<file path="src/sv/hvn_pkg.sv">
`timescale 1ns / 1ps
// ----------------------------------------------------------------------------
// hvn_pkg: shared constants for the hashed value noise pipeline
// Widths, hash constants and pipeline geometry for the stage modules.
// ----------------------------------------------------------------------------
package hvn_pkg;

  // Noise resolution of the corner values and of the interpolated result.
  localparam int NOISE_BITS = 8;
  localparam int OUT_W      = 8;

  // Coordinate and cell geometry.
  localparam int COORD_W   = 32;
  localparam int SH_W      = 3;
  localparam int MAX_SHIFT = 6;
  localparam int OFS_W     = MAX_SHIFT;
  localparam int SIZE_W    = MAX_SHIFT + 1;
  localparam int SQ_W      = 2 * OFS_W;
  localparam int TRI_W     = SIZE_W + 2;
  localparam int PROD_W    = SQ_W + TRI_W;
  localparam int LERP_W    = NOISE_BITS + SIZE_W;

  // Lattice hash constants.
  localparam logic [31:0] HASH_C0   = 32'h9e37_79b9;
  localparam logic [31:0] HASH_K1   = 32'h85eb_ca6b;
  localparam logic [31:0] HASH_K2   = 32'hc2b2_ae35;
  localparam logic [31:0] HASH_K3   = 32'h27d4_eb2f;
  localparam logic [31:0] HASH_SALT = 32'h51ed_270b;
  localparam int          HASH_SH1  = 13;
  localparam int          HASH_SH2  = 16;
  localparam int          HASH_SH3  = 15;

  // Pipeline depth in register stages, input split to output register.
  localparam int STAGES = 7;

  // Configuration space.
  localparam int          DATA_W   = 32;
  localparam int          ADDR_W   = 3;
  localparam logic [0:0]  REG_SEED = 1'b0;

endpackage

</file>
<file path="src/sv/hvn_weight.sv">
`timescale 1ns / 1ps
// ----------------------------------------------------------------------------
// hvn_weight: smoothstep weights
// Integer smoothstep o^2 * (3*size - 2*o) / size^2 for both axes,
// over three stages: square, product, normalizing shift.
// ----------------------------------------------------------------------------
module hvn_weight import hvn_pkg::*; (
  input  logic                        clk,
  input  logic [2:0]                  stage_en,
  input  logic [1:0][OFS_W-1:0]       ofs,
  input  logic [SH_W-1:0]             sh,
  output logic [1:0][SIZE_W-1:0]      w_r,
  output logic [SH_W-1:0]             sh_out_r
);

  logic [1:0][SQ_W-1:0]   sq_r;
  logic [1:0][OFS_W-1:0]  ofs1_r;
  logic [SH_W-1:0]        sh1_r;
  logic [1:0][PROD_W-1:0] prod_r;
  logic [SH_W-1:0]        sh2_r;
  logic [TRI_W-1:0]       size3;
  logic [1:0][TRI_W-1:0]  tri_w;
  logic [1:0][PROD_W-1:0] scaled;

  // Square of the offset.
  always_ff @(posedge clk) begin
    if (stage_en[0]) begin
      for (int a = 0; a < 2; a++) begin
        sq_r[a]   <= SQ_W'(ofs[a]) * SQ_W'(ofs[a]);
        ofs1_r[a] <= ofs[a];
      end
      sh1_r <= sh;
    end
  end

  // Cubic term: square times (3*size - 2*o), always positive since o < size.
  always_comb begin
    size3 = TRI_W'(3) * (TRI_W'(1) << sh1_r);
    for (int a = 0; a < 2; a++) begin
      tri_w[a] = size3 - (TRI_W'(ofs1_r[a]) << 1);
    end
  end

  always_ff @(posedge clk) begin
    if (stage_en[1]) begin
      for (int a = 0; a < 2; a++) begin
        prod_r[a] <= PROD_W'(sq_r[a]) * PROD_W'(tri_w[a]);
      end
      sh2_r <= sh1_r;
    end
  end

  // Divide by size squared; the weight never exceeds the cell size.
  always_comb begin
    for (int a = 0; a < 2; a++) begin
      scaled[a] = prod_r[a] >> {sh2_r, 1'b0};
    end
  end

  always_ff @(posedge clk) begin
    if (stage_en[2]) begin
      for (int a = 0; a < 2; a++) begin
        w_r[a] <= scaled[a][SIZE_W-1:0];
      end
      sh_out_r <= sh2_r;
    end
  end

endmodule

</file>
<file path="config.mk">
export PLATFORM = sky130hd
export DESIGN_NAME = hvn_weight
export DESIGN_NICKNAME = d
export VERILOG_FILES = /design/src/sv/hvn_pkg.sv /design/src/sv/hvn_weight.sv
export SDC_FILE = /design/constraint.sdc
export NUM_CORES = 1
export LEC_CHECK = 0
export BUFFER_PORTS_ARGS = -buffer_cell sky130_fd_sc_hd__buf_4
export CAP_MARGIN = 20
export CORE_MARGIN = 1
export CORE_UTILIZATION = 35
export DETAILED_ROUTE_END_ITERATION = 7
export PLACE_DENSITY = 0.48
export SYNTH_ARGS = -nofsm -noshare
export SYNTH_HDL_FRONTEND = slang
export SYNTH_SLANG_ARGS = --single-unit
</file>
<file path="constraint.sdc">
create_clock -name clk -period 6.35 [get_ports clk]
set_clock_uncertainty 0.05 [all_clocks]
set_input_delay 0.3175 -clock clk [delete_from_list [all_inputs] [get_ports clk]]
set_output_delay 0.3175 -clock clk [all_outputs]
set_load 0.02 [all_outputs]
</file>
[Word-level counts from Yosys, hierarchy flattened]
Index checks and enable logic that the tools add are counted.
Storage, ports and cells
  bits in registers: 101
  output and inout port bits: 17
Cells by class
  add/subtract/negate cells: 2
  multipliers: 5
  shift operators: 3
Operators with widths (number)
  $mul A12 B9 Y21: 2
  $shr A21 B4 Y7: 2
  $mul A6 B6 Y12: 2
  $sub A9 B7 Y9: 2
  $mul A3 B9 Y9 const A: 1
  $shl A1 B3 Y9 const A: 1

[Logic depth before layout (Yosys ltp)]
  depth in word-level cells: 4
  gate-level depth with buffers: 28
  gate-level depth less buffers: 27

[Worst setup path before layout]
No wires, ideal clock.
  path type: register to register
  start point: reg sh1_r[1]
  end point: reg prod_r[40] (netlist bit) (data pin)
  data arrival time: 6.365 ns
  data required time: 6.042 ns
  setup slack: -0.323 ns
  cell stages (with the launch flop): 26
  clock period less this slack: 6.673 ns
  cells stage by stage: edfxtp_1 or2_2 nor2_1 ha_1 ha_1 fa_1 a21o_1 a21oi_1 o21bai_1 a21oi_1 xnor2_1 clkbuf_1 and2_1 fa_1 inv_1 fa_1 fa_1 fa_1 inv_1 ha_1 o211ai_1 nor2_2 and3_1 a211o_1 a31oi_2 xnor2_1
On the way
  longest elaborated chain between the ends: 4
RTL lines
  from (decl): RTL line hvn_weight.sv:18  | logic [SH_W-1:0] sh1_r;
  from (signal assigned): RTL line hvn_weight.sv:32  | sh1_r <= sh;
  $shl A1 B3 Y9: RTL line hvn_weight.sv:38  | size3 = TRI_W'(3) * (TRI_W'(1) << sh1_r);
  $mul A3 B9 Y9: RTL line hvn_weight.sv:38
  $sub A9 B7 Y9: RTL line hvn_weight.sv:40  | tri_w[a] = size3 - (TRI_W'(ofs1_r[a]) << 1);
  $mul A12 B9 Y21: RTL line hvn_weight.sv:47  | prod_r[a] <= PROD_W'(sq_r[a]) * PROD_W'(tri_w[a]);
  to (signal, indexed assignment): RTL line hvn_weight.sv:47
  to (decl): RTL line hvn_weight.sv:19  | logic [1:0][PROD_W-1:0] prod_r;
Every way passes these cells.
A chain may end at the register's enable or synchronous reset.

[Worst setup path after layout]
  start point: reg sh1_r[2]
  end point: reg prod_r[39] (netlist bit) (data pin)
The elaborated chain is that of the path after synthesis.

==> flow_summary.ini <==
[finish]
antenna_cells = 0
post_route_cells_drive_above_1_share_pct = 21.0
layout.cells.most_common_list = inv_1 (240), fa_1 (153), buf_4 (150)
finalInstanceArea_mm2 = 0.0150
layout.cells.most_common = inv_1
nNetsFinal = 1693
area.growth.synth_to_final_pct = 21.0

[drt]
drt_wl_total_um = 25900
detail_route.wl_per_cell_um = 14.0
detail_route.vias_per_cell = 4.53
drc_errors = 0
detail-route-antenna-nets = 0
drtPass1Iterations = 4
detailroute.via_count = 8375
drtIter0Drc = 257

[worst_setup_path]
timing.critical_path.from_type = register
cp.required_ns = 6.41
worstPathArrival_ns = 6.46
worstSetupPathType = register to register
setup.worst_path.end_class = register
crit_fanout = 7

[outcome]
run_status = finished, violations left
violations = negative setup slack

[floorplanning]
die-area_mm2 = 0.0362
dieHeight_um = 190
floorplan.initialDensity_pct = 35.7
floorplan.rows = 68
floorplan.io_pins = 36
dieWidth_um = 190
fp.coreArea_mm2 = 0.0347

[synthesis]
synth_seq_cells = 97
seq_area_frac_synth_pct = 23.5
syn_area_mm2 = 0.0124
ys.warnings.count = 0
synth_cells = 1232
synth.avg_cell_area_um2 = 10.1
synth-edff-count = 97
yosysUniqueCellTypes = 50
yosys.area.top_type_share_pct = 25.2
yosys.area.top_type = fa_1
ys_top_cells_by_area = fa_1 (25%), edfxtp_1 (24%), ha_1 (13%)
synth-async-reset-ratio_pct = 0
synth_flop_cell = edfxtp_1

[timing]
setup_repair_after_global_routing_missed_its_margin = true
post_route_fraction_of_the_period_consumed_by_the_critical_path_pct = 101
worst_hold_slack_ns = 0.0815
fin_crit_ns = 6.41
final-max-slew-violation-count = 0
postLayoutSetupSlackWorst_ns = -0.0550
fmaxAchievable_mhz = 156
setup_viol_count_final = 5
worst-slew-pin-transition_ns = 1.04
hold_violations = 0
max_slew_margin_pct = 30.8

[worst_hold_path]
min_path_type = input pin to register

[placed_design]
place_congestion = 0.802
detailed_place_hpwl_um = 21100
detailed_place.area_mm2 = 0.0140
pre_cts_setup_slack_ns = -0.303
io_buffers = 35

[global_route]
grt_usage_pct = 14.9
number_of_global_route_vias_before_repair = 8554
grt_overflow = 0
largest_net_degree_at_the_start_of_global_routing = 46
grt_first_pass_wirelength_um = 43100
grt_antenna_before_repair = 0

[clocking]
cts.reportedPaths.clkPinSlew_ns = 0.07
clock_sink_count = 97
clk_root_buffer_cell = clkbuf_16
tritoncts = yes
deepest_level_of_the_cts_h_tree = 3
clock_latency_ns = 0.37
clock_tree.buffer_depth = 2
cts_buffers = 9

[run]
cap_violations = 0
kinds of logic after synthesis:
logic type	after synthesis	synth area share, %
mux	40	4.39
flops	97	23.5
compound gates	131	6.50
simple gates	343	14.8
xor+xnor	55	3.89
other cells	2	0.0606
fa+ha+maj	287	38.4
buf+inv	277	8.44
critical path: stages, from the launching register on:
cell	delay, ns
edfxtp_1	0.47
or2_4	0.28
nor2_4	0.13
ha_4	0.22
ha_4	0.26
fa_2	0.34
a21o_1	0.19
a21oi_2	0.16
buf_4	0.13
buf_4	0.12
xnor2_4	0.08
buf_6	0.14
and2_1	0.16
fa_1	0.54
inv_1	0.06
fa_1	0.55
inv_2	0.04
fa_1	0.54
inv_2	0.04
fa_1	0.51
inv_2	0.05
ha_4	0.25
inv_2	0.05
o21bai_1	0.06
a21oi_1	0.17
o21a_1	0.21
nor3_2	0.06
a211o_1	0.28
layout make-up:
class	instances	area, µm²
fillers	3387	19700
multi-input cells	874	9060
flip-flops and latches	97	2910
repair buffers	156	1190
inverters	249	935
well taps	455	569
clock buffers	9	225
clock inverters	7	109
per-layer routing:
layer	wire length, µm	vias to the layer above	GRT usage, %	share of wire, %
li1	-	4248	-	-
met1	13500	4034	21.9	52
met2	11300	78	22.9	44
met3	826	15	2.49	3.2
met4	235	0	3.23	0.91
met5	0	-	0	0
flip-flops by register name, indices dropped and copies added (netlist names):
name      flops
w_r          14
sq_r         22
sh2_r         3
ofs1_r       10
sh_out_r      3
prod_r       42
sh1_r         3
what timing repair did:
item,4_1_cts,5_1_grt
hold endpoints to repair,0,0
gates cloned,1,0
pin swaps,22,59
hold buffers,0,0
setup endpoints to repair,17,18
setup buffers,11,13
gates resized for setup,44,59
through the flow:
step	setup TNS [ns]	std cells	util [%]
after floorplan	-0.0356	1247	-
after global placement	-1.41	1807	40.2
after detailed placement	-2.54	1807	40.2
after CTS	-0.157	1834	42.1
after global routing	-3.74	1847	43.2
final	-0.104	1847	43.2
cell usage after synthesis, drive strengths merged, types with 10 or more instances:
library cell	n
ha	131
mux2i	15
xnor2	41
nand3	12
mux2	15
nor3	10
nor2	36
mux4	10
and3	13
xor2	14
nand2	89
nor3b	11
clkbuf	22
and2	110
nand2b	24
edfxtp	97
fa	156
nor2b	29
inv	249
o21ai	35
a21oi	46
final timing paths:
kind	from	cells after the start	slack, ns	to
worst max-delay path	sh1_r[2]$_DFFE_PP_	27	-0.06	prod_r[39]$_DFFE_PP_
worst min-delay path	sh[1]	1	0.08	sh1_r[1]$_DFFE_PP_
worst min register to register	prod_r[16]$_DFFE_PP_	4	0.66	w_r[4]$_DFFE_PP_
worst max register to register	sh1_r[2]$_DFFE_PP_	27	-0.06	prod_r[39]$_DFFE_PP_
Power is not shown: default switching activity piles up to over one toggle a cycle in this logic, so the estimate is an artifact.
