### src/sv/hvn_pkg.sv
`timescale 1ns / 1ps
// ----------------------------------------------------------------------------
// hvn_pkg: shared constants for the hashed value noise pipeline
// Widths, hash constants and pipeline geometry for the stage modules.
// ----------------------------------------------------------------------------
package hvn_pkg;

  // Noise resolution of the corner values and of the interpolated result.
  localparam int NOISE_BITS = 8;
  localparam int OUT_W      = 8;

  // Coordinate and cell geometry.
  localparam int COORD_W   = 32;
  localparam int SH_W      = 3;
  localparam int MAX_SHIFT = 6;
  localparam int OFS_W     = MAX_SHIFT;
  localparam int SIZE_W    = MAX_SHIFT + 1;
  localparam int SQ_W      = 2 * OFS_W;
  localparam int TRI_W     = SIZE_W + 2;
  localparam int PROD_W    = SQ_W + TRI_W;
  localparam int LERP_W    = NOISE_BITS + SIZE_W;

  // Lattice hash constants.
  localparam logic [31:0] HASH_C0   = 32'h9e37_79b9;
  localparam logic [31:0] HASH_K1   = 32'h85eb_ca6b;
  localparam logic [31:0] HASH_K2   = 32'hc2b2_ae35;
  localparam logic [31:0] HASH_K3   = 32'h27d4_eb2f;
  localparam logic [31:0] HASH_SALT = 32'h51ed_270b;
  localparam int          HASH_SH1  = 13;
  localparam int          HASH_SH2  = 16;
  localparam int          HASH_SH3  = 15;

  // Pipeline depth in register stages, input split to output register.
  localparam int STAGES = 7;

  // Configuration space.
  localparam int          DATA_W   = 32;
  localparam int          ADDR_W   = 3;
  localparam logic [0:0]  REG_SEED = 1'b0;

endpackage

### src/sv/hvn_lerp.sv
`timescale 1ns / 1ps
// ----------------------------------------------------------------------------
// hvn_lerp: bilinear interpolation
// Aligns the weights with the corner values, blends along x into a top and
// a bottom row, then blends the rows along y into the output register.
// ----------------------------------------------------------------------------
module hvn_lerp import hvn_pkg::*; (
  input  logic                        clk,
  input  logic [2:0]                  stage_en,
  input  logic [3:0][NOISE_BITS-1:0]  corner,
  input  logic [1:0][SIZE_W-1:0]      w,
  input  logic [SH_W-1:0]             sh,
  output logic [OUT_W-1:0]            noise_r
);

  logic [SIZE_W-1:0]     wx4_r;
  logic [SIZE_W-1:0]     wy4_r;
  logic [SH_W-1:0]       sh4_r;
  logic [SIZE_W-1:0]     size4;
  logic [SIZE_W-1:0]     wxc;
  logic [LERP_W-1:0]     top_sum;
  logic [LERP_W-1:0]     bot_sum;
  logic [NOISE_BITS-1:0] top_r;
  logic [NOISE_BITS-1:0] bot_r;
  logic [SIZE_W-1:0]     wy5_r;
  logic [SH_W-1:0]       sh5_r;
  logic [SIZE_W-1:0]     size5;
  logic [SIZE_W-1:0]     wyc;
  logic [LERP_W-1:0]     v_sum;
  logic [NOISE_BITS-1:0] v;
  logic [31:0]           v_ext;

  // Delay the weights by one stage to line up with the corner values.
  always_ff @(posedge clk) begin
    if (stage_en[0]) begin
      wx4_r <= w[0];
      wy4_r <= w[1];
      sh4_r <= sh;
    end
  end

  // Blend along x. Weights sum to the cell size, so the shifted sum fits.
  always_comb begin
    size4   = SIZE_W'(1) << sh4_r;
    wxc     = size4 - wx4_r;
    top_sum = (LERP_W'(corner[0]) * LERP_W'(wxc)) + (LERP_W'(corner[1]) * LERP_W'(wx4_r));
    bot_sum = (LERP_W'(corner[2]) * LERP_W'(wxc)) + (LERP_W'(corner[3]) * LERP_W'(wx4_r));
  end

  always_ff @(posedge clk) begin
    if (stage_en[1]) begin
      top_r <= NOISE_BITS'(top_sum >> sh4_r);
      bot_r <= NOISE_BITS'(bot_sum >> sh4_r);
      wy5_r <= wy4_r;
      sh5_r <= sh4_r;
    end
  end

  // Blend along y and keep the low output bits.
  always_comb begin
    size5 = SIZE_W'(1) << sh5_r;
    wyc   = size5 - wy5_r;
    v_sum = (LERP_W'(top_r) * LERP_W'(wyc)) + (LERP_W'(bot_r) * LERP_W'(wy5_r));
    v     = NOISE_BITS'(v_sum >> sh5_r);
    v_ext = 32'(v);
  end

  always_ff @(posedge clk) begin
    if (stage_en[2]) begin
      noise_r <= v_ext[OUT_W-1:0];
    end
  end

endmodule

### config.mk
export PLATFORM = sky130hd
export DESIGN_NAME = hvn_lerp
export DESIGN_NICKNAME = d
export VERILOG_FILES = /design/src/sv/hvn_pkg.sv /design/src/sv/hvn_lerp.sv
export SDC_FILE = /design/constraint.sdc
export NUM_CORES = 1
export LEC_CHECK = 0
export BUFFER_PORTS_ARGS = -buffer_cell sky130_fd_sc_hd__buf_4
export CAP_MARGIN = 40
export CORE_MARGIN = 2
export CORE_UTILIZATION = 58
export DETAILED_ROUTE_END_ITERATION = 12
export GPL_TIMING_DRIVEN = 0
export HOLD_SLACK_MARGIN = 0.1
export PLACE_DENSITY = 0.76
export SLEW_MARGIN = 20
export SYNTH_ARGS = -nofsm -noshare
export SYNTH_HDL_FRONTEND = slang
export SYNTH_SLANG_ARGS = --single-unit
### constraint.sdc
create_clock -name clk -period 10.9 [get_ports clk]
set_clock_uncertainty 0.1 [all_clocks]
set_input_delay 2.18 -clock clk [delete_from_list [all_inputs] [get_ports clk]]
set_output_delay 2.18 -clock clk [all_outputs]
set_load 0.01 [all_outputs]
### Word-level counts from Yosys, hierarchy flattened

Cells that the tools add are included.

| storage, ports and cells | value |
|---|---|
| output and inout bits | 8 |
| input bits | 53 |
| register bits after elaboration | 51 |
| word-level logic and storage cells | 24 |

| cells by class | value |
|---|---|
| add/subtract/negate cells | 5 |
| shifts and indexed selects | 5 |
| multiply operators | 6 |

Operator list:

| operator | count |
|---|---|
| 8-bit by 7-bit multiplier with 15-bit output | 6 |
| 15-bit adder | 3 |
| 15-bit by 3-bit >> shifter with 8-bit output | 3 |
| 1-bit by 3-bit left shift with 7-bit output, first input constant | 2 |
| 7-bit subtractor | 2 |

### Logic depth before layout (Yosys ltp)

| logic depth | value |
|---|---|
| depth after elaboration | 5 |
| gate-level depth with buffers | 32 |
| gate-level depth less buffers | 29 |

### Worst setup path after synthesis

OpenSTA, ideal clock, no wires.

| path | value |
|---|---|
| kind | register to register |
| start | register sh4_r[1] |
| end | register bot_r[5] (data pin) |
| data required time | 10528 ps |
| data arrival time | 8037 ps |
| buffers on the path | 3 |
| setup slack | 2491 ps |
| setup time | 272 ps |
| cell stages (with the launch flop) | 32 |
| period minus slack after synthesis | 8409 ps |
| path through | edfxtp_1 inv_1 clkbuf_1 clkbuf_1 nand3_1 ha_1 fa_1 inv_1 a21o_1 a21oi_1 o21bai_1 a21oi_1 xnor2_1 clkbuf_1 nand2b_1 fa_1 fa_1 inv_1 fa_1 inv_1 fa_1 fa_1 fa_1 inv_1 ha_1 a2111oi_0 o21ai_0 a21oi_1 nor2_1 xor2_1 mux2_2 mux4_2 |

| between the ends | value |
|---|---|
| longest elaborated chain between the ends | 5 |

RTL lines:

| element | RTL line | RTL |
|---|---|---|
| start: declaration | hvn_lerp.sv:18 | `logic [SH_W-1:0] sh4_r;` |
| start signal: assignment | hvn_lerp.sv:38 | `sh4_r <= sh;` |
| 1-bit by 3-bit left shift with 7-bit output | hvn_lerp.sv:44 | `size4 = SIZE_W'(1) << sh4_r;` |
| 7-bit subtractor | hvn_lerp.sv:45 | `wxc = size4 - wx4_r;` |
| 8-bit by 7-bit multiplier with 15-bit output | hvn_lerp.sv:47 | `bot_sum = (LERP_W'(corner[2]) * LERP_W'(wxc)) + (LERP_W'(corner[3]) * LERP_W'(wx4_r));` |
| 15-bit adder | hvn_lerp.sv:47 |  |
| 15-bit by 3-bit >> shifter with 8-bit output * | hvn_lerp.sv:53 | `bot_r <= NOISE_BITS'(bot_sum >> sh4_r);` |
| end signal: assignment | hvn_lerp.sv:53 |  |
| end: declaration | hvn_lerp.sv:24 | `logic [NOISE_BITS-1:0] bot_r;` |

Mark *: on every way between the ends. The rest lies on a longest branch, timed or not.
A chain may end at the register's enable or synchronous reset.

### Final worst setup path

Ends and elaborated chain as after synthesis.

==> metrics <==
flop and latch count out of synthesis=51; worst min path class=register to register; Overall Global Routing Usage=27.8%; Slew headroom=39.9%; area of the mapped netlist=14700 um2; remaining routing DRC violations=0; clk sinks=51; # Max-Cap Violations=0; worst skew pair latency=0.31 ns; pin count of the biggest net entering global routing=27; clk buf depth=2; Worst path max stage delay=0.54 ns; routed via count divided by cell count=5.64; area added between synthesis and finish=7.06%; die outline area=26600 um2; number of buffers inserted by hold repair at cts=0; path type of the worst setup path=register to register; Post-Synthesis Mean Instance Area=9.68 um2; Pins Over Slew Limit=0; post-synthesis net count=2001; Post CTS Setup Buffer Count=0; share of cells above drive strength 1=7.12%; critical path data arrival time=9.78 ns; Top-Level Pins=61; number of routed nets with antenna violations=0; initial antenna violation count=0; clock tree from TritonCTS=done; std cell rows=58; Overflow after GRT=0; clock slew at reported path FFs=0.08 ns; cell mode on critical path=sky130_fd_sc_hd__fa_1; Die X-Extent=163 um; top fanout value on the critical path=10; effective utilization at floorplan=58.6%; Crit. End Element=register; worst hold path endpoint=wy5_r[4]; number of enable flip-flop cells after synthesis=51; post-detailed-route wirelength per cell=18.1 um; placed cell area=15600 um2; Placer Congestion=0.922; Period Utilization, post-route=90.3%; number of distinct library cells after synthesis=64; Detail Placement HPWL=29.6 mm; Port Buf Inserts=60; Inserted Clock Buffers=5; wire length of the first global-routing pass=58.3 mm; reg2reg start=sh4_r[1]; final total negative setup slack=0 ns; final wirelength=34.7 mm; total via count after detailed routing=10824; cell at the slowest stage of the critical path=sky130_fd_sc_hd__fa_1; maximum clock rate=102 MHz; Root Driver=sky130_fd_sc_hd__clkbuf_16; number of endpoints with negative hold slack in the final report=0; minimum period implied by the final worst setup slack=9.84 ns; final instance area=15700 um2; sequential share of the synthesized area=10.4%; number of warnings reported in the yosys synthesis log=0; height of the die=163 um; H-tree levels=2; ys async rst share=0%; Critical Path Source Type=register; setup violation total in the final timing report=0; number of cells upsized or downsized after cts=0; area of the core=25000 um2; Fill cells=2097; number of standard cells after synthesis=1517; Worst Hold Path Cells=0; antenna fix cells=0; Worst Hold Margin=0.325 ns; RSZ-0062 raised after global routing=false; reg2reg end=bot_r[5]; via count of the first global-routing pass=11956; first-pass detailed-route iteration total=5; Post-synth top flop=sky130_fd_sc_hd__edfxtp_1; worst r2r path cells=32; internal reg-to-reg setup slack=1.06 ns; Initial DRC Count=529; number of nets at the end of the flow=2071; worst min-delay path startpoint=wy4_r[4]; CP Data Required Time=10.84 ns; Worst Tran Pin Value=0.895 ns; run status=complete, no violations
cell usage after synthesis (all sizes together), types with 3 or more instances:
cell / count / share of area (%)
nor3b: 3 / 0.15
or3: 10 / 0.46
mux2i: 20 / 1.4
xnor2: 40 / 2.4
nor2: 46 / 1.2
a21o: 18 / 0.94
mux2: 18 / 1.4
inv: 253 / 6.5
nand2b: 37 / 1.6
nand2: 97 / 2.5
a21oi: 44 / 1.5
and2: 209 / 8.9
a31oi: 3 / 0.13
clkbuf: 30 / 0.84
or2: 3 / 0.13
o21ai: 24 / 0.82
o31ai: 5 / 0.26
nor3: 9 / 0.31
buf: 5 / 0.19
ha: 189 / 16
a2111oi: 4 / 0.24
a211oi: 11 / 0.60
nand4: 6 / 0.26
and3: 7 / 0.30
o21bai: 5 / 0.26
xor2: 12 / 0.72
mux4: 8 / 1.2
o21a: 6 / 0.36
o211ai: 15 / 0.80
o2111ai: 5 / 0.30
fa: 242 / 33
o41ai: 3 / 0.18
nand3: 14 / 0.48
nor2b: 41 / 1.7
edfxtp: 51 / 10
metal layers:
| layer | global-route usage (%) | part of all wire, % | vias up |
|---|---|---|---|
| met5 | 0 | 0 | - |
| met4 | 9.61 | 3.8 | 0 |
| met3 | 2.21 | 3.6 | 80 |
| met2 | 50.8 | 53 | 295 |
| met1 | 34.6 | 40 | 5406 |
| li1 | - | - | 5043 |
cell type report:
class                      instances  area, um2  share of cell area, %
buffer                            35        150                  0.955
timing repair buffer              63        470                   2.99
sequential                        51       1530                   9.74
clock buffer                       5        125                  0.796
inverter                         253        950                   6.04
clock inverter                     3       28.8                  0.183
tap                              330        413                   2.63
multi-input combinational       1178      12100                   76.7
per-stage QoR:
stage / util [%] / setup WS [ns] / std cells
floorplan: - / 2.49 / 1517
finish: 62.8 / 1.06 / 1918
global route: 62.8 / 0.645 / 1918
CTS: 62.8 / 0.928 / 1917
global placement: 62.1 / 0.934 / 1907
detailed placement: 62.2 / 1.01 / 1909
sequential cells by signal (all words and copies together), names as in the netlist:
name     cells
wy4_r        7
top_r        8
bot_r        8
sh4_r        3
wy5_r        7
wx4_r        7
sh5_r        3
noise_r      8
critical path, delay by kind of cell (launching register included):
family                     cells  cell delay, ns
xor gates and xnor gates       2            0.45
buffers and inverters          9            2.07
and+or+nand+nor                3            0.45
adders and majority gates      9            3.92
DFF                            1            0.50
muxes                          2            0.74
AOI/OAI and AO/OA              7            1.31
kinds of logic (layout without fill, tap and decap cells):
kind of cell | after synthesis | count (layout) | synth area share, %
compound gates | 161 | 161 | 7.48
xor+xnor | 53 | 53 | 3.26
fa+ha+maj | 431 | 431 | 49.1
buf+inv | 288 | 359 | 7.49
flops | 51 | 51 | 10.4
mux | 46 | 46 | 4.00
simple gates | 487 | 487 | 18.2
worst max path at each step:
| stage | start | endpoint | slack, ns | cells after the start |
|---|---|---|---|---|
| after global placement | sh4_r[1] | bot_r[5] | 0.93 | 31 |
| after global routing | sh4_r[1] | bot_r[5] | 0.64 | 32 |
| after floorplan | sh4_r[1] | bot_r[5] | 2.49 | 31 |
| after detailed placement | sh4_r[1] | bot_r[5] | 1.01 | 31 |
| after CTS | sh4_r[1] | bot_r[5] | 0.93 | 31 |
| final | sh4_r[1] | bot_r[5] | 1.06 | 32 |
layout by cell type, fill, tap and decap left out, types with 8 or more instances in the layout:
master / count
sky130_fd_sc_hd__xor2_1: 12
sky130_fd_sc_hd__mux2i_1: 20
sky130_fd_sc_hd__nor3_1: 9
sky130_fd_sc_hd__o21ai_0: 22
sky130_fd_sc_hd__nand2_1: 97
sky130_fd_sc_hd__clkbuf_1: 29
sky130_fd_sc_hd__mux4_2: 8
sky130_fd_sc_hd__o211ai_1: 14
sky130_fd_sc_hd__nor2b_1: 41
sky130_fd_sc_hd__edfxtp_1: 51
sky130_fd_sc_hd__buf_4: 62
sky130_fd_sc_hd__fa_1: 242
sky130_fd_sc_hd__nor2_1: 46
sky130_fd_sc_hd__mux2_2: 17
sky130_fd_sc_hd__or3_1: 9
sky130_fd_sc_hd__nand2b_1: 37
sky130_fd_sc_hd__a211oi_1: 10
sky130_fd_sc_hd__nand3_1: 14
sky130_fd_sc_hd__and2_1: 207
sky130_fd_sc_hd__xnor2_1: 40
sky130_fd_sc_hd__a21oi_1: 44
sky130_fd_sc_hd__ha_1: 189
sky130_fd_sc_hd__a21o_1: 16
sky130_fd_sc_hd__inv_1: 252
Power is left out: the tool's default activity adds up to more than one toggle a clock period on the data nets, which glitch-free logic cannot reach.
