==> src/sv/hvn_pkg.sv <==
`timescale 1ns / 1ps
// ----------------------------------------------------------------------------
// hvn_pkg: shared constants for the hashed value noise pipeline
// Widths, hash constants and pipeline geometry for the stage modules.
// ----------------------------------------------------------------------------
package hvn_pkg;

  // Noise resolution of the corner values and of the interpolated result.
  localparam int NOISE_BITS = 8;
  localparam int OUT_W      = 8;

  // Coordinate and cell geometry.
  localparam int COORD_W   = 32;
  localparam int SH_W      = 3;
  localparam int MAX_SHIFT = 6;
  localparam int OFS_W     = MAX_SHIFT;
  localparam int SIZE_W    = MAX_SHIFT + 1;
  localparam int SQ_W      = 2 * OFS_W;
  localparam int TRI_W     = SIZE_W + 2;
  localparam int PROD_W    = SQ_W + TRI_W;
  localparam int LERP_W    = NOISE_BITS + SIZE_W;

  // Lattice hash constants.
  localparam logic [31:0] HASH_C0   = 32'h9e37_79b9;
  localparam logic [31:0] HASH_K1   = 32'h85eb_ca6b;
  localparam logic [31:0] HASH_K2   = 32'hc2b2_ae35;
  localparam logic [31:0] HASH_K3   = 32'h27d4_eb2f;
  localparam logic [31:0] HASH_SALT = 32'h51ed_270b;
  localparam int          HASH_SH1  = 13;
  localparam int          HASH_SH2  = 16;
  localparam int          HASH_SH3  = 15;

  // Pipeline depth in register stages, input split to output register.
  localparam int STAGES = 7;

  // Configuration space.
  localparam int          DATA_W   = 32;
  localparam int          ADDR_W   = 3;
  localparam logic [0:0]  REG_SEED = 1'b0;

endpackage

==> src/sv/hvn_split.sv <==
`timescale 1ns / 1ps
// ----------------------------------------------------------------------------
// hvn_split: lattice split stage
// Clamps the cell shift and splits each coordinate into a cell corner, the
// next corner and an in-cell offset.
// ----------------------------------------------------------------------------
module hvn_split import hvn_pkg::*; (
  input  logic                      clk,
  input  logic                      stage_en,
  input  logic signed [COORD_W-1:0] x_coord,
  input  logic signed [COORD_W-1:0] y_coord,
  input  logic [SH_W-1:0]           cell_shift,
  output logic [COORD_W-1:0]        cx_r,
  output logic [COORD_W-1:0]        cx1_r,
  output logic [COORD_W-1:0]        cy_r,
  output logic [COORD_W-1:0]        cy1_r,
  output logic [OFS_W-1:0]          ox_r,
  output logic [OFS_W-1:0]          oy_r,
  output logic [SH_W-1:0]           sh_r
);

  logic [SH_W-1:0]    sh_nxt;
  logic [SIZE_W-1:0]  size;
  logic [OFS_W-1:0]   ofs_mask;
  logic [COORD_W-1:0] cx_nxt;
  logic [COORD_W-1:0] cy_nxt;

  // Shift codes above the maximum saturate; floor division is an arithmetic shift.
  always_comb begin
    sh_nxt   = (cell_shift > SH_W'(MAX_SHIFT)) ? SH_W'(MAX_SHIFT) : cell_shift;
    size     = SIZE_W'(1) << sh_nxt;
    ofs_mask = OFS_W'(size - SIZE_W'(1));
    cx_nxt   = COORD_W'(x_coord >>> sh_nxt);
    cy_nxt   = COORD_W'(y_coord >>> sh_nxt);
  end

  // The neighbor corner wraps in two's complement.
  always_ff @(posedge clk) begin
    if (stage_en) begin
      cx_r  <= cx_nxt;
      cx1_r <= cx_nxt + COORD_W'(1);
      cy_r  <= cy_nxt;
      cy1_r <= cy_nxt + COORD_W'(1);
      ox_r  <= x_coord[OFS_W-1:0] & ofs_mask;
      oy_r  <= y_coord[OFS_W-1:0] & ofs_mask;
      sh_r  <= sh_nxt;
    end
  end

endmodule

==> config.mk <==
export PLATFORM = sky130hd
export DESIGN_NAME = hvn_split
export DESIGN_NICKNAME = d
export VERILOG_FILES = /design/src/sv/hvn_pkg.sv /design/src/sv/hvn_split.sv
export SDC_FILE = /design/constraint.sdc
export NUM_CORES = 1
export LEC_CHECK = 0
export BUFFER_PORTS_ARGS = -buffer_cell sky130_fd_sc_hd__buf_4
export CAP_MARGIN = 10
export CORE_ASPECT_RATIO = 1.75
export CORE_UTILIZATION = 35
export CTS_CLUSTER_DIAMETER = 30
export DETAILED_ROUTE_END_ITERATION = 8
export PLACE_DENSITY = 0.64
export SYNTH_ARGS = -nofsm -noshare
export SYNTH_HDL_FRONTEND = slang
export SYNTH_SLANG_ARGS = --single-unit
==> constraint.sdc <==
create_clock -name clk -period 3 [get_ports clk]
set_clock_uncertainty 0.05 [all_clocks]
set_input_delay 0.3 -clock clk [delete_from_list [all_inputs] [get_ports clk]]
set_output_delay 0.3 -clock clk [all_outputs]
set_load 0.01 [all_outputs]
Yosys cells after proc, flatten, opt, wreduce, memory -nomap -nowiden
Index checks and enable logic that the tools add are counted.
W data, S select, Z words.

cells by class
  multiplexer cells = 1
  shift-type cells = 3
  reduce and logical (&&, ||, !) cells = 0
  div/mod/pow operators = 0
  equal/unequal tests = 0
  bitwise logic cells = 2
  multipliers = 0
  $lt $le $gt $ge = 1
  $add $sub $neg = 3

operators with widths
  cell                     count
  $add A32 B1 Y32 const B  2
  $sshr A32 B3 Y32         2
  $and A6 B6 Y6            2
  $shl A1 B3 Y6 const A    1
  $sub A6 B1 Y6 const B    1
  $gt A3 B3 Y1 const B     1
  $mux W3                  1

storage, ports and cells
  bits of input ports = 69
  memories kept = 0
  flip-flop bits (word level) = 143
  memory bits (read-only) = 0
  memory bits (writable) = 0
  logic and storage cells = 17
  output and inout bits = 143
  latch bits = 0

Longest topological paths before layout
Gate-level depths: netlist of the first run.

  depth in word-level cells = 5
  depth in mapped cells = 14
  gate-level depth less buffers = 9

Worst setup path after synthesis of the first run
OpenSTA, ideal clock, no wires.

  path type = input -> register
  start point = in cell_shift[2]
  end point = reg cx1_r[22], data pin
  data required time = 2679 ps
  setup slack = -296 ps
  stages on the path = 11
  arrival time = 2974 ps
  library setup time = 271 ps
  path buffers = 5
  cell sequence = buf_2 > buf_1 > clkbuf_1 > clkbuf_1 > clkbuf_1 > mux2i_1 > ha_1 > nand4_1 > or2_2 > nor4_1 > xor2_1

between the ends
  cells in the longest elaborated chain, start to end = 4

RTL lines
  what                  RTL line         text
  from (decl)           hvn_split.sv:12  input logic [SH_W-1:0] cell_shift,
  $gt A3 B3 Y1          hvn_split.sv:30  sh_nxt = (cell_shift > SH_W'(MAX_SHIFT)) ? SH_W'(MAX_SHIFT) : cell_shift;
  $mux W3 *             hvn_split.sv:30
  $sshr A32 B3 Y32 *    hvn_split.sv:33  cx_nxt = COORD_W'(x_coord >>> sh_nxt);
  named net cx_nxt[1]   hvn_split.sv:25  logic [COORD_W-1:0] cx_nxt;
  $add A32 B1 Y32 *     hvn_split.sv:41  cx1_r <= cx_nxt + COORD_W'(1);
  to (signal assigned)  hvn_split.sv:41
  to (decl)             hvn_split.sv:14  output logic [COORD_W-1:0] cx1_r,

Mark *: on every way through the listed nets, which the timed path passes. The rest lies on a longest branch.
A chain may end at the register's enable or synchronous reset.

Final worst setup path of the first run
  start point = in cell_shift[0]
  end point = reg cx1_r[21], data pin

Same word-level chain as after synthesis.

==> results of run 1 <==
-- cells in the final DEF, fill, tap and decap left out, drive strengths merged, types with 3 or more instances in the layout --
cell type	synthesis	layout
mux2	50	50
a21oi	16	16
nand2	66	66
nand3	19	19
nand2b	19	19
nand4	11	11
a22oi	4	4
nor2	24	24
and2	11	11
clkbuf	11	17
clkinv	0	5
mux4	31	31
edfxtp	143	143
buf	29	283
a211oi	3	3
or2	5	5
nor4	4	4
nor2b	10	10
and3	10	10
o21ai	12	12
mux2i	39	39
xnor2	39	39
nor3	9	9
inv	11	14
bufinv	0	5
o211ai	16	16
o22a	9	9
a21o	3	3
xor2	21	21
a221oi	3	3
-- cell families (layout without fill, tap and decap cells) --
kind of cell	count (synthesis)	in the layout	synth area share, %
AO/OA/AOI/OAI	88	88	7.97
XOR/XNOR	60	60	6.19
adder cells (fa/ha/maj)	2	2	0.295
buffers and inverters	51	326	3.17
flip-flops	143	143	50.6
multiplexers	120	120	19.5
AND/OR/NAND/NOR	197	197	12.3
-- cells in the mapped netlist, types with 8 or more instances --
master / number / share of area (%)
edfxtp_1: 143 / 51
nand2_1: 66 / 2.9
mux2_2: 50 / 6.6
mux2i_1: 39 / 4.6
xnor2_1: 39 / 4.0
mux4_2: 31 / 8.2
nor2_1: 24 / 1.1
xor2_1: 21 / 2.2
nand2b_1: 19 / 1.4
buf_2: 17 / 1.0
a21oi_1: 16 / 0.94
nand3_1: 16 / 0.94
o211ai_1: 16 / 1.4
o21ai_0: 12 / 0.71
and2_1: 11 / 0.81
clkbuf_1: 11 / 0.49
nand4_1: 11 / 0.81
and3_1: 10 / 0.74
nor2b_1: 10 / 0.74
nor3_1: 9 / 0.53
o22a_1: 9 / 0.93
inv_1: 8 / 0.35
-- metrics by stage --
stage / cell area [um2] / setup TNS [ns]
after floorplan: 8500 / 0
after global routing: 11500 / 0
final: 11500 / 0
after CTS: 11500 / 0
after detailed placement: 10800 / 0
after global placement: 10800 / -0.00393
-- power by group --
group	internal, mW	switching (mW)	total (mW)
Clock	1.47	0.858	2.33
Combinational	0.685	0.700	1.38
Sequential	2.47	0.0684	2.54
-- state kept, by name, summed over array words and instances, names as in the netlist --
| register | count |
|---|---|
| sh_r | 3 |
| ox_r | 6 |
| cy_r | 32 |
| oy_r | 6 |
| cx_r | 32 |
| cy1_r | 32 |
| cx1_r | 32 |
-- critical path: cells and delay by family --
| kind | cells | cell delay, ns |
|---|---|---|
| xor+xnor | 1 | 0.16 |
| buf+inv | 3 | 0.79 |
| mux | 2 | 0.46 |
| simple gates | 4 | 1.01 |
-- metal layers --
layer  track usage [%]  up-vias  wire [um]
met4              10.3        0        891
met3              3.26       46        950
met2              38.1      220      13900
li1                  -     3046          -
met5                 0        -          0
met1              20.1     3155       8430
-- path summary, 6_finish.rpt --
path / cells after the start / end / slack [ns] / start
setup / recovery: 10 / cx1_r[21] / 0.41 / cell_shift[0]
hold / removal: 1 / cx_r[31] / 0.08 / x_coord[31]
-- cell type report --
class	count	area share, %
flip-flops and latches	143	37.5
well taps	308	3.36
inverters	11	0.360
repair buffers	283	19.0
clock buffers	17	3.71
multi-input cells	467	34.2
clock inverters	15	1.87
==> metrics.md, run 1 <==
| Metric | Value |
|---|---|
| DP Worst Slack | 0.00163 ns |
| Post-synthesis sequential area ratio | 50.6% |
| Initial antenna violation count | 0 |
| Ant. Diodes | 0 |
| Fillers | 2216 |
| Final wirelength | 24100 um |
| Fin Hold WS | 0.0778 ns |
| First-pass GRT wire length | 36900 um |
| Fmax | 386 MHz |
| Via count of the first global-routing pass | 6689 |
| CP Cell Sequence | buf_4, buf_4, mux2_2, mux4_2, and3_1, nand3_2, buf_4, nor3_1, nand4_1, xnor2_1 |
| Inserted Clock Buffers | 17 |
| CP Class | primary input to flip-flop |
| FF/Latch Area | 0.00429 mm2 |
| Post-CTS Setup Bufs | 0 |
| Crit path arrival time | 2.72 ns |
| Most common flop cell mapped by yosys | edfxtp_1 |
| Slew margin rel. | 57.0% |
| Flops & latches, synth | 143 |
| Detail Route Antenna Nets | 0 |
| Slew Limit Fails | 0 |
| Final setup vio count | 0 |
| H-tree depth | 4 |
| Largest net degree at the start of global routing | 68 |
| Post-synth ARST share | 0% |
| CTS resizes | 0 |
| Largest fanout on the critical path | 30 |
| Maximum vdd drop | 0.330 mV |
| Clk sinks | 143 |
| Mean area per synthesized cell | 12.8 um2 |
| PnR Total Power | 6.26 mW |
| Hold_buf cts | 0 |
| IO Port Bufs | 211 |
| Yosys warns | 0 |
| Lkg Pwr | 4.57 nW |
| Final hold vios | 0 |
| Slowest stage delay, CP | 0.44 ns |
| Share of post-route cells with drive strength above 1 | 44.3% |
| Total track usage | 19.9% |
| Final net count | 994 |
| Slowest cell on crit path | nor3_1 |
| Total global routing overflow | 0 |
| Final Non-Filler Cells | 1244 |
| Post-layout min period | 2.59 ns |
| Post-synth EDFFs | 143 |
| Yosys cell types | 64 |
| IO Pins | 212 |
| Status | complete, no violations |
| DRT Pass-1 Iters | 5 |
| Area Overhead vs Synth | 35.0% |
| Die Y | 208 um |
| Core Area | 0.0239 mm2 |
| Root Buffer | clkbuf_16 |
| Area occupied by multi-input gates | 0.00393 mm2 |
| Post-Syn Nets | 732 |
| Tcrit/Tclk final | 86.2% |
| Cells after DPL | 1212 |
| Most used cell, CP | buf_4 |
| CTS clk-pin slew, worst paths | 0.06 ns |
| Startpoint Class | primary input |
| Die ar. | 0.0249 mm2 |
| GP Congestion | 0.837 |
| Hold WC Path Type | primary input to flip-flop |
| Initial DRC count | 286 |
| Setup WS post-layout | 0.413 ns |
| Vias/cell | 5.20 |
| Per-cell routed wire length | 19.4 um |
| Crit end category | flip-flop |
| CTS tree | built |
| DRC | 0 |
| Syn Inst Count | 661 |
| Clk buf depth | 2 |
| Max-cap violations | 0 |
| Die W | 120 um |
| PD cells | 546 mW/mm2 |
| Routed via count | 6467 |
| # rows | 75 |
| Unrepaired setup endpoints after global routing | no |
| Mapped Area | 0.00849 mm2 |
| Post-DP HPWL | 18700 um |
| Required @ worst endpoint | 3.14 ns |
| Initial Utilization | 35.5% |
| Worst slew pin tran | 0.645 ns |
| Post-route core utilization | 47.9% |
(Power assumes the default switching activity.)
==> inputs of run 2 (changes only) <==
ABC_AREA = 1   (was unset)
PLACE_DENSITY = 0.62   (was 0.64)
REMOVE_ABC_BUFFERS = 1   (was unset)
==> run 2 against run 1 <==
Effect of this change: sequential power about the same; highest routed layer unchanged; critical path type unchanged; synthesized cell count is 110% higher; clock power shrank 9.9%; power rose by 1.7%; first-iteration DRC count grew to 3.3 times the previous value.
==> metrics.md, run 2 <==
| Metric | Value |
|---|---|
| Status | complete, no violations |
| Total track usage | 24.5% (+4.7 points) |
| DRT Pass-1 Iters | 8 (+3) |
| Initial Utilization | 35.4% (-0.054 points) |
| Setup TNS | 0 ns (unchanged) |
| Compound-gate portion of the synthesized area | 0.372% (-7.6 points) |
| Clk buf depth | 2 (unchanged) |
| PnR Total Power | 6.36 mW (+1.7%) |
| Yosys warns | 0 (unchanged) |
| Hold_sp | x_coord[31] |
| Slew Limit Fails | 0 (unchanged) |
| Die Y | 227 um (+9.0%) |
| CP Class | primary input to flip-flop |
| Top cells by area, synth | edfxtp_1, nand3_1, nand2_1 |
| H-tree depth | 4 (unchanged) |
| Final Non-Filler Cells | 2004 (+61%) |
| Fillers | 3021 (+36%) |
| DRC | 0 (unchanged) |
| Synth Area in XOR/XNOR | 2.60% (-3.6 points) |
| Root Buffer | clkbuf_16 |
| Setup WS post-layout | 0.577 ns (+0.165 ns) |
| Core Area | 0.0285 mm2 (+19%) |
| Post-synth top cells | nand2_1, nand3_1, edfxtp_1 |
| Initial DRC count | 934 (+230%) |
| Largest fanout on the critical path | 36 (+20%) |
| Final net count | 1683 (+69%) |
| Post-synthesis sequential area ratio | 42.5% (-8.1 points) |
| Hold WC Path Type | primary input to flip-flop |
| Per-cell routed wire length | 17.5 um (-9.6%) |
| Max-cap violations | 0 (unchanged) |
| Unrepaired setup endpoints after global routing | no |
| Synth Area in Adders | 0.248% (-0.047 points) |
| Post-CTS Setup Bufs | 0 (unchanged) |
| Fraction of synthesized area in multiplexers | 0% (-19 points) |
| Cell taking the most area after synthesis | edfxtp_1 |
| Worst slew pin tran | 0.786 ns (+0.142 ns) |
| CTS tree | built |
| Final hold vios | 0 (unchanged) |
| FF/Latch Area | 0.00429 mm2 (unchanged) |
| Die ar. | 0.0296 mm2 (+19%) |
| IO Port Bufs | 211 (unchanged) |
| Die W | 130 um (+8.9%) |
| Post-layout instance area | 0.0128 mm2 (+11%) |
| Mean area per synthesized cell | 7.14 um2 (-44%) |
| Final setup vio count | 0 (unchanged) |
| Highest-count cells in the layout ignoring fill and taps | nand2_1, nand3_1, buf_4 |
| Detail Route Antenna Nets | 0 (unchanged) |
| Post-synth ARST share | 0% (unchanged) |
| PD cells | 498 mW/mm2 (-8.8%) |
| First-pass GRT wire length | 53500 um (+45%) |
| Maximum vdd drop | 0.405 mV (+23%) |
| Commonest non-fill, non-tap cell in the layout | nand2_1 |
| GP Congestion | 0.946 (+13%) |
| Cells after DPL | 1970 (+63%) |
| Fin Hold WS | 0.0186 ns (-0.0592 ns) |
| Post-layout min period | 2.42 ns (-0.165 ns) |
| Via count of the first global-routing pass | 10200 (+52%) |
| Slew margin rel. | 47.6% (-9.4 points) |
| Mapped Area | 0.0101 mm2 (+19%) |
| Area Overhead vs Synth | 26.5% |
| CTS resizes | 0 (unchanged) |
| Inserted Clock Buffers | 17 (unchanged) |
| Area occupied by multi-input gates | 0.00502 mm2 (+28%) |
| Main combinational cell family by area after synthesis | simple AND/OR/NAND/NOR gates |
| # rows | 82 (+9.3%) |
| Most numerous cell in the Yosys netlist | nand2_1 |
| Startpoint Class | primary input |
| Hold_buf cts | 1 (+1) |
| Post-synth EDFFs | 143 (unchanged) |
| Largest net degree at the start of global routing | 144 (+110%) |
| Lkg Pwr | 5.94 nW (+30%) |
| Total global routing overflow | 0 (unchanged) |
| Post-route core utilization | 44.8% (-3.1 points) |
| Syn Inst Count | 1416 (+110%) |
| Most common flop cell mapped by yosys | edfxtp_1 |
| Synth top area share | 42.5% (-8.1 points) |
| Routed via count | 10600 (+64%) |
| Initial antenna violation count | 1 (+1) |
| Post-DP HPWL | 27500 um (+47%) |
| Final wirelength | 35100 um (+46%) |
| Yosys cell types | 28 (-56%) |
| Required @ worst endpoint | 3.16 ns (+0.02 ns) |
| Crit path arrival time | 2.59 ns (-0.13 ns) |
| Fmax | 413 MHz (+6.8%) |
| Share of post-route cells with drive strength above 1 | 19.9% (-24 points) |
| CTS clk-pin slew, worst paths | 0.06 ns (about the same) |
| Tcrit/Tclk final | 80.8% (-5.5 points) |
| Crit end category | flip-flop |
| CP Launch Point | cell_shift[1] |
| IO Pins | 212 (unchanged) |
| Vias/cell | 5.28 (+1.5%) |
| Clk sinks | 143 (unchanged) |
| DP Worst Slack | 0.197 ns (+0.195 ns) |
| Placed Area | 0.0122 mm2 (+13%) |
| Flops & latches, synth | 143 (unchanged) |
| Post-synthesis simple-gate area fraction | 46.5% (+34 points) |
run 2: changes by cell type after synthesis, moves of 39 or more:
cell	previous run	this run
mux2i_1	39	0
inv_1	8	97
nand3_1	16	439
nor2_1	24	110
nand2_1	66	446
mux2_2	50	0
run 2: cells by family after synthesis:
group / count (synthesis)
and+or+nand+nor: 1052
adders and majority gates: 2
xor gates and xnor gates: 30
AOI/OAI and AO/OA: 6
DFF: 143
buffers and inverters: 183
run 2: critical path: stages:
cell and delay (ns):
buf_4 0.17, nand2_8 0.09, nand2_8 0.18, buf_12 0.23, nand2_1 0.10, nand3_1 0.10
nand3_1 0.11, nand2_1 0.23, nand2_1 0.16, nor2_1 0.22, nand2_1 0.22, nor2_2 0.27
nand2_1 0.08, nand2_1 0.06, nand2_1 0.04
run 2: path summary, 6_finish.rpt:
kind                   endpoint  slack, ns  cells after the start
worst max-delay path  cy1_r[31]       0.58                     15
worst min-delay path   cx_r[31]       0.02                      1
run 2: cell type report:
| class | instances | area share (%) |
|---|---|---|
| inverter | 112 | 3.29 |
| multi-input combinational | 1090 | 39.3 |
| tap | 378 | 3.70 |
| antenna | 1 | 0.0196 |
| sequential | 143 | 33.6 |
| clock inverter | 13 | 1.11 |
| timing repair buffer | 248 | 15.6 |
| clock buffer | 19 | 3.39 |
run 2: metal layers:
layer	GRT usage (%)	routed length [um]	vias up
met5	0	0	-
met2	46.5	19500	397
met3	3.33	1410	113
li1	-	-	5133
met4	19.0	2620	0
met1	23.1	11600	4934
run 2: report_power, final:
part           leakage [nW]  switching [mW]  internal [mW]  total, mW
registers              1.40          0.0729           2.48       2.55
logic                  4.28            1.05          0.653       1.70
clock network         0.263           0.884           1.22       2.10
total                  5.94            2.01           4.35       6.36
